### src/rtl/lmrf_pkg.sv
`timescale 1ns / 1ps
// ----------------------------------------------------------------------------
// lmrf_pkg
// Shared widths, register indexes, reset values and the per-item control
// struct of the lane-marking row filter.
// ----------------------------------------------------------------------------
package lmrf_pkg;

	localparam int PIX_W = 8;
	localparam int COL_W = 12;
	localparam int DIM_W = 13;
	localparam int MW_W  = 6;
	localparam int CFG_W = 13;

	// configuration register indexes
	typedef enum logic [1:0] {
		CFG_FRAME_WIDTH    = 2'd0,
		CFG_FRAME_HEIGHT   = 2'd1,
		CFG_MARKING_WIDTH  = 2'd2,
		CFG_EDGE_THRESHOLD = 2'd3
	} cfg_idx_t;

	// register reset values
	localparam logic [DIM_W-1:0] FRAME_WIDTH_RST    = 13'd800;
	localparam logic [DIM_W-1:0] FRAME_HEIGHT_RST   = 13'd600;
	localparam logic [MW_W-1:0]  MARKING_WIDTH_RST  = 6'd10;
	localparam logic [PIX_W-1:0] EDGE_THRESHOLD_RST = 8'd40;

	localparam logic [PIX_W-1:0] MARK_ON  = 8'd255;
	localparam logic [PIX_W-1:0] MARK_OFF = 8'd0;

	// what one accepted pixel asks of the result sequencer
	typedef struct packed {
		logic             norm;       // one filtered result for column c - w
		logic             flush;      // row end: zero results up to column c
		logic             qual;       // filtered column is inside the valid area
		logic [COL_W-1:0] first_col;  // column of the first result
		logic [COL_W-1:0] last_col;   // column of the pixel itself
	} item_ctl_t;

endpackage

### src/rtl/lmrf_if.sv
`timescale 1ns / 1ps
// ----------------------------------------------------------------------------
// lmrf_pix_if / lmrf_res_if
// Valid/ready channels for input pixels and filter results.
// ----------------------------------------------------------------------------
interface lmrf_pix_if import lmrf_pkg::*; ();
	logic             valid;
	logic             ready;
	logic [PIX_W-1:0] pixel;
	logic             frame_start;

	modport source (output valid, output pixel, output frame_start, input ready);
	modport sink (input valid, input pixel, input frame_start, output ready);
endinterface

interface lmrf_res_if import lmrf_pkg::*; ();
	logic             valid;
	logic             ready;
	logic [PIX_W-1:0] marked;
	logic [COL_W-1:0] out_column;
	logic             row_end;

	modport source (output valid, output marked, output out_column, output row_end,
		input ready);
	modport sink (input valid, input marked, input out_column, input row_end,
		output ready);
endinterface

### src/rtl/lmrf_window_mem.sv
`timescale 1ns / 1ps
// ----------------------------------------------------------------------------
// lmrf_window_mem
// Circular pixel history. Each accepted pixel is written at the write
// pointer; the center (w back) and left (2w back) taps are read registered.
// ----------------------------------------------------------------------------
module lmrf_window_mem import lmrf_pkg::*; #(
	parameter int MAX_MARKING_WIDTH = 63
) (
	input  logic             clk,
	input  logic             arst_n,
	input  logic             take,
	input  logic [PIX_W-1:0] pixel,
	input  logic [MW_W-1:0]  mwidth,
	output logic [PIX_W-1:0] ctr_s1,
	output logic [PIX_W-1:0] lft_s1
);

	localparam int AW    = $clog2(2 * MAX_MARKING_WIDTH + 1);
	localparam int DEPTH = 2 ** AW;

	logic [PIX_W-1:0] mem [DEPTH];
	logic [AW-1:0]    wptr_q;
	logic [AW-1:0]    ctr_addr;
	logic [AW-1:0]    lft_addr;

	// tap addresses, mod the power-of-two depth
	assign ctr_addr = wptr_q - AW'(mwidth);
	assign lft_addr = wptr_q - AW'(mwidth) - AW'(mwidth);

	// write pointer
	always_ff @(posedge clk or negedge arst_n) begin
		if (!arst_n) begin
			wptr_q <= '0;
		end else if (take) begin
			wptr_q <= wptr_q + AW'(1);
		end
	end

	// storage with registered reads
	always_ff @(posedge clk) begin
		if (take) begin
			mem[wptr_q] <= pixel;
			ctr_s1      <= mem[ctr_addr];
			lft_s1      <= mem[lft_addr];
		end
	end

endmodule

### src/rtl/lmrf_pos_track.sv
`timescale 1ns / 1ps
// ----------------------------------------------------------------------------
// lmrf_pos_track
// Column and row counters. Decides, per accepted pixel, which results it
// causes and whether the filtered column lies inside the valid area.
// ----------------------------------------------------------------------------
module lmrf_pos_track import lmrf_pkg::*; #(
	parameter int MAX_COLUMNS = 4096,
	parameter int MAX_ROWS    = 4096
) (
	input  logic             clk,
	input  logic             arst_n,
	input  logic             take,
	input  logic             frame_start,
	input  logic [DIM_W-1:0] frame_width,
	input  logic [DIM_W-1:0] frame_height,
	input  logic [MW_W-1:0]  mwidth,
	output item_ctl_t        ctl
);

	logic [COL_W-1:0] col_q;
	logic [COL_W-1:0] row_q;
	logic [COL_W-1:0] col_cur;
	logic [COL_W-1:0] row_cur;
	logic [DIM_W-1:0] w_eff;
	logic [DIM_W-1:0] h_eff;
	logic [DIM_W-1:0] c13;
	logic [DIM_W-1:0] mw13;
	logic             row_end;
	logic             row_last;
	logic             lower;

	// saturate frame size
	always_comb begin
		if (frame_width == '0) begin
			w_eff = DIM_W'(1);
		end else if (frame_width > DIM_W'(MAX_COLUMNS)) begin
			w_eff = DIM_W'(MAX_COLUMNS);
		end else begin
			w_eff = frame_width;
		end
		if (frame_height == '0) begin
			h_eff = DIM_W'(1);
		end else if (frame_height > DIM_W'(MAX_ROWS)) begin
			h_eff = DIM_W'(MAX_ROWS);
		end else begin
			h_eff = frame_height;
		end
	end

	// position of the arriving pixel
	assign col_cur  = frame_start ? '0 : col_q;
	assign row_cur  = frame_start ? '0 : row_q;
	assign c13      = {1'b0, col_cur};
	assign mw13     = DIM_W'(mwidth);
	assign row_end  = c13 >= (w_eff - DIM_W'(1));
	assign row_last = {1'b0, row_cur} >= (h_eff - DIM_W'(1));
	assign lower    = {1'b0, row_cur} >= (h_eff >> 1);

	// results caused by this pixel
	always_comb begin
		ctl.norm      = c13 >= mw13;
		ctl.flush     = row_end;
		ctl.qual      = lower && (c13 >= (mw13 << 1)) && (c13 < w_eff);
		ctl.first_col = ctl.norm ? (col_cur - COL_W'(mwidth)) : '0;
		ctl.last_col  = col_cur;
	end

	// counters
	always_ff @(posedge clk or negedge arst_n) begin
		if (!arst_n) begin
			col_q <= '0;
			row_q <= '0;
		end else if (take) begin
			if (row_end) begin
				col_q <= '0;
				row_q <= row_last ? '0 : row_cur + COL_W'(1);
			end else begin
				col_q <= col_cur + COL_W'(1);
				row_q <= row_cur;
			end
		end
	end

endmodule

### src/rtl/lmrf_emit.sv
`timescale 1ns / 1ps
// ----------------------------------------------------------------------------
// lmrf_emit
// Item stage and result sequencer. Computes the dark-light-dark strength of
// the filtered column, then issues the normal result and any row-end flush
// results into the output register, one per cycle while it can load.
// ----------------------------------------------------------------------------
module lmrf_emit import lmrf_pkg::*; (
	input  logic             clk,
	input  logic             arst_n,
	input  logic             in_valid,
	output logic             in_ready,
	input  item_ctl_t        ctl,
	input  logic [PIX_W-1:0] pixel,
	input  logic [PIX_W-1:0] ctr_s1,
	input  logic [PIX_W-1:0] lft_s1,
	input  logic [PIX_W-1:0] threshold,
	lmrf_res_if.source       res
);

	logic             norm_s1;
	logic             flush_s1;
	logic             qual_s1;
	logic [COL_W-1:0] k_s1;
	logic [COL_W-1:0] end_s1;
	logic [PIX_W-1:0] rgt_s1;

	logic             res_valid_q;
	logic [PIX_W-1:0] marked_q;
	logic [COL_W-1:0] column_q;
	logic             row_end_q;

	logic             busy;
	logic             at_end;
	logic             last_emit;
	logic             o_load;
	logic             fire;
	logic             take;
	logic [PIX_W-1:0] nb_max;
	logic [PIX_W:0]   diff;
	logic [PIX_W-1:0] strength;
	logic             mark;
	logic [PIX_W-1:0] emit_marked;
	logic             emit_end;

	// handshake control
	assign busy      = norm_s1 || flush_s1;
	assign at_end    = k_s1 == end_s1;
	assign last_emit = (norm_s1 && !flush_s1) || (!norm_s1 && flush_s1 && at_end);
	assign o_load    = !res_valid_q || res.ready;
	assign fire      = busy && o_load;
	assign in_ready  = !busy || (last_emit && o_load);
	assign take      = in_valid && in_ready;

	// strength 2*c - l - r - |l - r| = 2*(c - max(l, r)), clamped to 0..255
	always_comb begin
		nb_max = (lft_s1 > rgt_s1) ? lft_s1 : rgt_s1;
		diff   = {1'b0, ctr_s1} - {1'b0, nb_max};
		if (diff[PIX_W]) begin
			strength = '0;
		end else if (diff[PIX_W-1]) begin
			strength = '1;
		end else begin
			strength = {diff[PIX_W-2:0], 1'b0};
		end
		mark = qual_s1 && (ctr_s1 != '0) && (strength > threshold);
	end

	// result selection
	always_comb begin
		if (norm_s1) begin
			emit_marked = mark ? MARK_ON : MARK_OFF;
			emit_end    = 1'b0;
		end else begin
			emit_marked = MARK_OFF;
			emit_end    = at_end;
		end
	end

	// item stage
	always_ff @(posedge clk or negedge arst_n) begin
		if (!arst_n) begin
			norm_s1  <= 1'b0;
			flush_s1 <= 1'b0;
		end else if (take) begin
			norm_s1  <= ctl.norm;
			flush_s1 <= ctl.flush;
		end else if (fire) begin
			if (norm_s1) begin
				norm_s1 <= 1'b0;
			end else if (at_end) begin
				flush_s1 <= 1'b0;
			end
		end
	end

	// item payload and flush cursor
	always_ff @(posedge clk) begin
		if (take) begin
			qual_s1 <= ctl.qual;
			k_s1    <= ctl.first_col;
			end_s1  <= ctl.last_col;
			rgt_s1  <= pixel;
		end else if (fire && !(flush_s1 && !norm_s1 && at_end)) begin
			k_s1 <= k_s1 + COL_W'(1);
		end
	end

	// output register
	always_ff @(posedge clk or negedge arst_n) begin
		if (!arst_n) begin
			res_valid_q <= 1'b0;
		end else if (o_load) begin
			res_valid_q <= fire;
		end
	end

	always_ff @(posedge clk) begin
		if (fire) begin
			marked_q  <= emit_marked;
			column_q  <= k_s1;
			row_end_q <= emit_end;
		end
	end

	assign res.valid      = res_valid_q;
	assign res.marked     = marked_q;
	assign res.out_column = column_q;
	assign res.row_end    = row_end_q;

`ifndef SYNTHESIS
	// an item with results still to come after this cycle holds off input
	a_hold_input: assert property (@(posedge clk) disable iff (!arst_n)
		busy && !(last_emit && o_load) |-> !in_ready)
		else $error("input taken while results pending");

	// the flush cursor never passes the row's last column
	a_cursor: assert property (@(posedge clk) disable iff (!arst_n)
		flush_s1 |-> k_s1 <= end_s1)
		else $error("flush cursor beyond row end");

	// a row-end result closes the item when nothing new is taken
	a_row_close: assert property (@(posedge clk) disable iff (!arst_n)
		fire && emit_end && !take |=> !busy)
		else $error("item still pending after row end result");

	// a filtered result only ever goes out ahead of its flush
	a_norm_first: assert property (@(posedge clk) disable iff (!arst_n)
		fire && norm_s1 && !take |=> !norm_s1)
		else $error("filtered result issued twice");
`endif

endmodule

### src/rtl/lane_marking_row_filter_core.sv
`timescale 1ns / 1ps
// ----------------------------------------------------------------------------
// lane_marking_row_filter_core
// Dark-light-dark lane-marking filter over image rows in raster order.
//
//   channel  dir  handshake    payload
//   pix      in   valid/ready  pixel[7:0], frame_start
//   res      out  valid/ready  marked[7:0], out_column[11:0], row_end
//   cfg      in   cfg_we       cfg_index[1:0], cfg_data[12:0]
//
// One pixel per cycle is accepted while the output can load; a pixel that
// causes one result or none leaves input open. The pixel that ends a row
// issues up to w+1 results (w = marking width) from the item stage, one per
// cycle while the output accepts; input waits until the last one goes out.
// Reset clears counters and config to defaults; the pixel history memory is
// not cleared, since a tap is only used once this row has written it.
// A stalled output holds its item while the next result waits in the stage.
// ----------------------------------------------------------------------------
module lane_marking_row_filter_core import lmrf_pkg::*; #(
	parameter int MAX_MARKING_WIDTH = 63,
	parameter int MAX_COLUMNS       = 4096,
	parameter int MAX_ROWS          = 4096
) (
	input  logic             clk,
	input  logic             arst_n,
	lmrf_pix_if.sink         pix,
	lmrf_res_if.source       res,
	input  logic             cfg_we,
	input  logic [1:0]       cfg_index,
	input  logic [CFG_W-1:0] cfg_data
);

	logic [DIM_W-1:0] frame_width_q;
	logic [DIM_W-1:0] frame_height_q;
	logic [MW_W-1:0]  marking_width_q;
	logic [PIX_W-1:0] edge_threshold_q;
	logic [MW_W-1:0]  mw_eff;
	logic [PIX_W-1:0] ctr_s1;
	logic [PIX_W-1:0] lft_s1;
	logic             take;
	item_ctl_t        ctl;

	// configuration registers
	always_ff @(posedge clk or negedge arst_n) begin
		if (!arst_n) begin
			frame_width_q    <= FRAME_WIDTH_RST;
			frame_height_q   <= FRAME_HEIGHT_RST;
			marking_width_q  <= MARKING_WIDTH_RST;
			edge_threshold_q <= EDGE_THRESHOLD_RST;
		end else if (cfg_we) begin
			case (cfg_idx_t'(cfg_index))
				CFG_FRAME_WIDTH:    frame_width_q    <= cfg_data;
				CFG_FRAME_HEIGHT:   frame_height_q   <= cfg_data;
				CFG_MARKING_WIDTH:  marking_width_q  <= cfg_data[MW_W-1:0];
				CFG_EDGE_THRESHOLD: edge_threshold_q <= cfg_data[PIX_W-1:0];
				default: ;
			endcase
		end
	end

	// saturated marking width
	always_comb begin
		if (marking_width_q == '0) begin
			mw_eff = MW_W'(1);
		end else if (marking_width_q > MW_W'(MAX_MARKING_WIDTH)) begin
			mw_eff = MW_W'(MAX_MARKING_WIDTH);
		end else begin
			mw_eff = marking_width_q;
		end
	end

	assign take = pix.valid && pix.ready;

	lmrf_window_mem #(
		.MAX_MARKING_WIDTH(MAX_MARKING_WIDTH)
	) u_window (
		.clk    (clk),
		.arst_n (arst_n),
		.take   (take),
		.pixel  (pix.pixel),
		.mwidth (mw_eff),
		.ctr_s1 (ctr_s1),
		.lft_s1 (lft_s1)
	);

	lmrf_pos_track #(
		.MAX_COLUMNS(MAX_COLUMNS),
		.MAX_ROWS   (MAX_ROWS)
	) u_pos (
		.clk          (clk),
		.arst_n       (arst_n),
		.take         (take),
		.frame_start  (pix.frame_start),
		.frame_width  (frame_width_q),
		.frame_height (frame_height_q),
		.mwidth       (mw_eff),
		.ctl          (ctl)
	);

	lmrf_emit u_emit (
		.clk       (clk),
		.arst_n    (arst_n),
		.in_valid  (pix.valid),
		.in_ready  (pix.ready),
		.ctl       (ctl),
		.pixel     (pix.pixel),
		.ctr_s1    (ctr_s1),
		.lft_s1    (lft_s1),
		.threshold (edge_threshold_q),
		.res       (res)
	);

endmodule
### src/flat_wrapper.sv
// flat-port wrapper written by rule: the top's interface ports become plain ports
module lane_marking_row_filter_core_flat import lmrf_pkg::*;
#(
	parameter int MAX_MARKING_WIDTH = 63,
	parameter int MAX_COLUMNS       = 4096,
	parameter int MAX_ROWS          = 4096
)
  (clk, arst_n, cfg_we, cfg_index, cfg_data, pix_valid, pix_pixel, pix_frame_start, pix_ready, res_valid, res_marked, res_out_column, res_row_end, res_ready);
  lmrf_pix_if pix_i ();
  lmrf_res_if res_i ();
  input  logic clk;
  input  logic arst_n;
  input  logic cfg_we;
  input  logic [1:0] cfg_index;
  input  logic [CFG_W-1:0] cfg_data;
  input wire logic [$bits(pix_i.valid)-1:0] pix_valid;
  input wire logic [$bits(pix_i.pixel)-1:0] pix_pixel;
  input wire logic [$bits(pix_i.frame_start)-1:0] pix_frame_start;
  output wire logic [$bits(pix_i.ready)-1:0] pix_ready;
  output wire logic [$bits(res_i.valid)-1:0] res_valid;
  output wire logic [$bits(res_i.marked)-1:0] res_marked;
  output wire logic [$bits(res_i.out_column)-1:0] res_out_column;
  output wire logic [$bits(res_i.row_end)-1:0] res_row_end;
  input wire logic [$bits(res_i.ready)-1:0] res_ready;
  assign pix_i.valid = pix_valid;
  assign pix_i.pixel = pix_pixel;
  assign pix_i.frame_start = pix_frame_start;
  assign pix_ready = pix_i.ready;
  assign res_valid = res_i.valid;
  assign res_marked = res_i.marked;
  assign res_out_column = res_i.out_column;
  assign res_row_end = res_i.row_end;
  assign res_i.ready = res_ready;
  lane_marking_row_filter_core #(.MAX_MARKING_WIDTH(MAX_MARKING_WIDTH), .MAX_COLUMNS(MAX_COLUMNS), .MAX_ROWS(MAX_ROWS)) u_core (.clk(clk), .arst_n(arst_n), .pix(pix_i), .res(res_i), .cfg_we(cfg_we), .cfg_index(cfg_index), .cfg_data(cfg_data));
endmodule
### config.mk
export PLATFORM = sky130hd
export DESIGN_NAME = lane_marking_row_filter_core_flat
export DESIGN_NICKNAME = d
export VERILOG_FILES = /design/src/rtl/lmrf_pkg.sv /design/src/rtl/lmrf_if.sv /design/src/rtl/lmrf_window_mem.sv /design/src/rtl/lmrf_pos_track.sv /design/src/rtl/lmrf_emit.sv /design/src/rtl/lane_marking_row_filter_core.sv /design/src/flat_wrapper.sv
export SDC_FILE = /design/constraint.sdc
export NUM_CORES = 2
export LEC_CHECK = 0
export BUFFER_PORTS_ARGS = -buffer_cell sky130_fd_sc_hd__buf_2
export CAP_MARGIN = 5
export CORE_ASPECT_RATIO = 1.1
export CORE_UTILIZATION = 55
export CTS_CLUSTER_DIAMETER = 200
export DETAILED_ROUTE_END_ITERATION = 6
export PLACE_DENSITY = 0.67
export SLEW_MARGIN = 5
export SYNTH_ARGS = -nofsm -noshare
export SYNTH_HDL_FRONTEND = slang
export SYNTH_SLANG_ARGS = --single-unit
### constraint.sdc
create_clock -name clk -period 7 [get_ports clk]
set_clock_uncertainty 0.05 [all_clocks]
set_input_delay 0.35 -clock clk [delete_from_list [all_inputs] [get_ports clk]]
set_output_delay 0.35 -clock clk [all_outputs]
set_load 0.01 [all_outputs]
== After elaboration in Yosys (flattened, before gate mapping) ==
Memory sizes are Yosys's and may differ from the RTL's. A register that Yosys moved wholly into a read port is not among the register bits.
Index checks and enable logic that the tools add are counted.
Widths: inputs -> output; s select.

* Word-level logic and storage cells: 103
* Register bits after elaboration: 128
* Memories kept: 1
* Input bits: 29
* RAM bits: 1024
* Output and inout port bits: 23

* Reduce and logical (&&, ||, !) cells: 33
* Mux-type cells: 26
* Equality and inequality tests: 5
* Magnitude comparators: 11
* $add $sub $neg: 10

{| class="wikitable"
|+ Memory list
! name !! words !! bits a word !! read ports !! clocked after memory_dff !! write ports !! RTL line !! RTL
|-
| u_core.u_window.mem || 128 || 8 || 2 || 2 || 1 || lmrf_window_mem.sv:22 || <nowiki>logic [PIX_W-1:0] mem [DEPTH];</nowiki>
|}

{| class="wikitable"
|+ Operators by type and width
! cell !! count
|-
| $mux 12 || 8
|-
| $mux 13 || 4
|-
| $add 12x1->12 const B || 3
|-
| $mux 8 || 4
|-
| $ge 12x13->1 || 2
|-
| $gt 13x13->1 const B || 2
|-
| $logic_not 13->1 || 2
|-
| $sub 13x1->13 const B || 2
|-
| $gt 8x8->1 || 2
|-
| $sub 7x6->7 || 2
|-
| $lt 12x13->1 || 1
|-
| $eq 12x12->1 || 1
|-
| $ge 12x12->1 || 1
|-
| $ge 12x6->1 || 1
|-
| $ge 12x7->1 || 1
|-
| $mux 6 || 2
|-
| $sub 12x6->12 || 1
|-
| $logic_and 1x1->1 || 11
|-
| $sub 8x8->9 || 1
|-
| $mux 1 || 8
|-
| $reduce_and 2->1 || 4
|-
| $reduce_bool 8->1 || 1
|-
| $add 7x1->7 const B || 1
|-
| $gt 6x6->1 const B || 1
|-
| other kinds (9) || 19
|}

== Depth between registers and ports, before layout ==
* Word-level depth: 9
* Depth in mapped cells: 29
* Gate-level depth less buffers: 29

== By module ==
From an unflattened synthesis, not the netlist that was laid out.

* Cells, all modules: 3225
* Area total of the unflattened synthesis: 57699.1 um^2

{| class="wikitable"
|+ By module, submodules not included
! module !! times used !! cells each !! sequential area each (um^2) !! area an instance (um^2)
|-
| lmrf_window_mem || 1 || 2358 || 31405.1 || 49159.6
|-
| lmrf_pos_track || 1 || 506 || 600.6 || 3768.6
|-
| lmrf_emit || 1 || 267 || 1486.4 || 3220.6
|-
| lane_marking_row_filter_core || 1 || 94 || 1014.7 || 1550.2
|}

== Least setup slack after synthesis ==
OpenSTA, ideal clock, no wires.

* Path kind: register to register
* Start point: register u_core.u_window.lft_s1[1] (read register of u_core.u_window.mem)
* End point: register u_core.u_emit.marked_q[6] (netlist: u_core.u_emit.res.marked[6]) (data pin)
* Library setup time: 259 ps
* Period minus slack after synthesis: 5218 ps
* Cell stages (with the launch flop): 29
* Required time: 6691 ps
* Buffers on the path: 0
* Setup slack: 1782 ps
* Arrival: 4909 ps
* Cell sequence: edfxtp_1 -> ha_1 -> nor2b_1 -> o21a_1 -> o21ai_0 -> nand2b_1 -> a21oi_1 -> o21ai_0 -> o21ai_1 -> mux2_2 -> ha_1 -> fa_1 -> nor2b_1 -> o21ai_0 -> a21boi_0 -> o21ai_0 -> nand2b_1 -> nor4b_1 -> nor3_1 -> o21ai_0 -> ha_1 -> nor2b_1 -> o21a_1 -> o21ai_0 -> nand2b_1 -> a21oi_1 -> nor2b_1 -> o21ai_0 -> a21oi_1

* Cells in the longest elaborated chain, start to end: 8

{| class="wikitable"
|+ RTL lines
! what !! RTL line !! RTL
|-
| start: declaration || lmrf_window_mem.sv:16 || <nowiki>output logic [PIX_W-1:0] lft_s1</nowiki>
|-
| $gt 8x8->1 || lmrf_emit.sv:57 || <nowiki>nb_max = (lft_s1 > rgt_s1) ? lft_s1 : rgt_s1;</nowiki>
|-
| $mux 8 * || lmrf_emit.sv:57 ||
|-
| $sub 8x8->9 * || lmrf_emit.sv:58 || <nowiki>diff = {1'b0, ctr_s1} - {1'b0, nb_max};</nowiki>
|-
| $mux 8 || lmrf_emit.sv:61 || <nowiki>end else if (diff[PIX_W-1]) begin</nowiki>
|-
| $mux 8 * || lmrf_emit.sv:59 || <nowiki>if (diff[PIX_W]) begin</nowiki>
|-
| $gt 8x8->1 * || lmrf_emit.sv:66 || <nowiki>mark = qual_s1 && (ctr_s1 != '0) && (strength > threshold);</nowiki>
|-
| $logic_and 1x1->1 * || lmrf_emit.sv:66 ||
|-
| $mux 8 * || lmrf_emit.sv:72 || <nowiki>emit_marked = mark ? MARK_ON : MARK_OFF;</nowiki>
|-
| end signal: assignment || lmrf_emit.sv:120 || <nowiki>marked_q <= emit_marked;</nowiki>
|-
| end: declaration || lmrf_emit.sv:29 || <nowiki>logic [PIX_W-1:0] marked_q;</nowiki>
|}

Every way passes the cells marked *; elsewhere a longest branch is shown, timed or not.
A chain may end at the register's enable or synchronous reset.

== Worst setup path in the final report ==
Ends and elaborated chain as after synthesis.

==> impl_metrics.csv <==
group,metric,value,unit
sta,fin_crit,6.268,ns
routing,firstDrtPassIters,7,
logic_synthesis,netlist_area,57170,um2
logic_synthesis,synth_ff_type,"edfxtp_1",
worst_setup_path,arrival,6.68,ns
logic_synthesis,ys_warn_count,0,
cts,clkLatencyLatePin,0.72,ns
finish,drive_gt1_frac,0.2969,
global_routing,overflow,0,
logic_synthesis,async_reset_ff_frac,0.06374,
sta,tightest_slew,1.422,ns
logic_synthesis,synth.yosys.seq_area_share,0.6035,
sta,drv_slew,0,
die,die_w,309.4,um
status,status,"finished with violations",
cts,htreeDepth,3,
die,start_util,0.5570,
sta,finalSetupTns,0,ns
routing,drt_wl_total,159600,um
sta,min_period_over_period,0.8954,
sta,slew-limit-headroom,0.05117,
routing,route.detailed.drc,2,
routing,vias,33535,
placement,globalplace.congestion,0.9640,
global_routing,grt_max_degree,115,
worst_setup_path,critPathCaptureType,"flip-flop",
worst_setup_path,cp-start-kind,"flip-flop",
sta,setup_ws,0.7319,ns
finish,layout.nets,3404,
placement,place_hpwl,102900,um
logic_synthesis,yosysUniqueCellTypes,83,
cts,cts_tree,"yes",
die,io_pins,52,
worst_setup_path,critical_path_class,"reg -> reg",
sta,holdWs,0.03604,ns
cts,clockBufferDepth,3,
logic_synthesis,synth.avg_cell_area,17.73,um2
cts,clk_pin_slew,0.07,ns
die,core_area,102700,um2
placement,dpl_worst_slack,0.8367,ns
die,fp-row-count,123,
worst_setup_path,worstPathMaxFanout,9,
logic_synthesis,synth_edf_count,1087,
sta,rsz0062_at_grt,"no",
logic_synthesis,yosys_register_bits,1161,
placement,port-buffer-count,51,
global_routing,antenna_found_initial,6,
die,die_h,340.2,um
sta,finalHoldViolCount,0,
global_routing,grt_pass1_wl,234300,um
sta,finalSetupViolations,0,
status,failed_checks,"design-rule violations",
finish,area_growth,10.12,%
worst_setup_path,cp.required,7.42,ns
cts,cts_root_buffer,"clkbuf_16",
sta,max_freq,159.5,MHz
global_routing,track_usage,0.3092,
logic_synthesis,synth_nets,3360,
routing,wl_per_cell,33.62,um
cts,numClockSinks,1161,
logic_synthesis,syn-instance-count,3225,
worst_hold_path,min_path_type,"in -> reg",
routing,vias_per_cell,7.061,
routing,drtIter0Drc,4564,
flow_run,cap_viol_max_count,0,
global_routing,grt_pass1_vias,33875,
cts,numCtsBuffers,119,
die,dieArea,105200,um2
routing,antenna_left,0,
[cell families after synthesis]
logic type,count (synthesis),share of synthesized area
muxes,714,0.2541
AOI/OAI and AO/OA,322,0.03904
and+or+nand+nor,602,0.05009
xor gates and xnor gates,60,0.009191
adders and majority gates,106,0.02372
buffers and inverters,260,0.02029
DFF,1161,0.6035
[final timing paths]
kind,start,to,slack [ns],depth (start not counted)
max,u_core.u_window.lft_s1[1],u_core.u_emit.res.marked[6],0.73,27
min,pix_pixel[7],u_core.u_window.mem[113][7],0.04,1
max reg2reg,u_core.u_window.lft_s1[1],u_core.u_emit.res.marked[6],0.73,27
min reg2reg,u_core.u_pos.col_q[11],u_core.u_pos.col_q[11],0.42,2
max in group asynchronous,arst_n,u_core.u_window.wptr_q[0],5.86,2
min in group asynchronous,arst_n,u_core.u_pos.row_q[3],0.26,2
[routing by layer]
metal  vias to the layer above  routed length [um]  global-route usage
li1                      13555                   -                   -
met2                      2031               75790              0.4798
met1                     17618               61330              0.4326
met3                       327               15980             0.06650
met4                         4                6516              0.1198
met5                         -                  37                   0
[critical path, stage by stage, from the launching register on]
cell and delay, ns:
edfxtp_1 0.50, ha_1 0.34, nor2b_1 0.14, o21a_1 0.16, o21ai_0 0.18, nand2b_1 0.08, a21oi_1 0.15, o21ai_0 0.08
o21ai_1 0.55, mux2i_1 0.39, ha_1 0.32, nor2b_1 0.14, o21ai_0 0.19, a21boi_0 0.14, o21ai_0 0.17, nand2b_1 0.12
nor4b_1 0.16, nor3_1 0.57, o21ai_0 0.24, ha_1 0.35, nor2b_1 0.14, o21a_1 0.15, o21ai_0 0.14, nand2b_1 0.07
a21oi_1 0.17, nor2b_1 0.06, o21ai_0 0.15, a21oi_1 0.08
[synthesized netlist by cell type (23+ instances only)]
master,n,area [um2]
a21oi_1,44,220.2
buf_2,60,300.3
buf_4,23,172.7
clkbuf_1,104,390.4
dfrtp_1,63,1577
edfxtp_1,1087,32640
ha_1,102,1276
inv_1,49,183.9
mux2_2,81,912.1
mux2i_1,51,510.5
mux4_2,582,13110
nand2_1,132,495.5
nand2b_1,25,156.4
nand3_1,91,455.4
nor2_1,200,750.7
nor2b_1,33,206.5
nor3_1,29,145.1
o211ai_1,31,232.7
o21ai_0,69,345.3
xnor2_1,38,332.8
[state kept, by name, summed over array words and instances (netlist names), 8 cells and up]
| name | count |
|---|---|
| u_core.u_window.mem | 1024 |
| u_core.frame_height_q | 13 |
| u_core.frame_width_q | 13 |
| u_core.u_emit.end_s1 | 12 |
| u_core.u_emit.k_s1 | 12 |
| u_core.u_emit.res.out_column | 12 |
| u_core.u_pos.col_q | 12 |
| u_core.u_pos.row_q | 12 |
| u_core.edge_threshold_q | 8 |
| u_core.u_emit.rgt_s1 | 8 |
| u_core.u_window.ctr_s1 | 8 |
| u_core.u_window.lft_s1 | 8 |
[layout make-up]
cell class	instances	area [um2]
fill	7339	39690
sequential	1161	34510
multi-input combinational	1804	21640
clock buffer	143	3089
tap	1375	1720
timing repair buffer	132	1049
clock inverter	80	755.7
inverter	51	191.4
antenna	3	7.507
[stage by stage]
stage               std cells    util  cell area [um2]
floorplan                3225       -            57170
CTS                      4745  0.6131            62940
global placement         4507  0.5742            58940
global route             4746  0.6133            62950
detailed placement       4507  0.5742            58940
finish                   4749  0.6134            62960
[what timing repair did]
action,in CTS,in global routing
endpoints found under the hold margin,104,0
hold buffers,15,0
setup buffers,0,0
gates resized for setup,0,0
[cell usage in the layout (no fill, tap or decap), types with 12 or more instances in the layout]
cell type,Yosys,layout
a21oi_1,44,44
nor2b_1,33,33
nor2_1,200,199
ha_1,102,101
nand2_1,132,132
a211oi_1,13,13
mux2i_1,51,51
bufinv_16,0,12
a31oi_1,16,16
o21ai_0,69,69
clkbuf_16,0,120
clkbuf_1,104,23
and3_1,19,19
o211ai_1,31,31
dlygate4sd3_1,0,15
nand2b_1,25,25
mux4_2,582,582
nand4_1,20,20
clkinv_1,0,29
inv_1,49,48
a22oi_1,21,21
buf_4,23,64
a22o_1,20,20
o22ai_1,17,17
dfrtp_1,63,62
xnor2_1,38,36
a21o_1,22,22
xor2_1,22,20
buf_2,60,42
nor3_1,29,29
clkinv_2,0,22
nand3_1,91,88
edfxtp_1,1087,1087
mux2_2,81,81
Power is not shown: default switching activity piles up to over one toggle a cycle in this logic, so the estimate is an artifact.
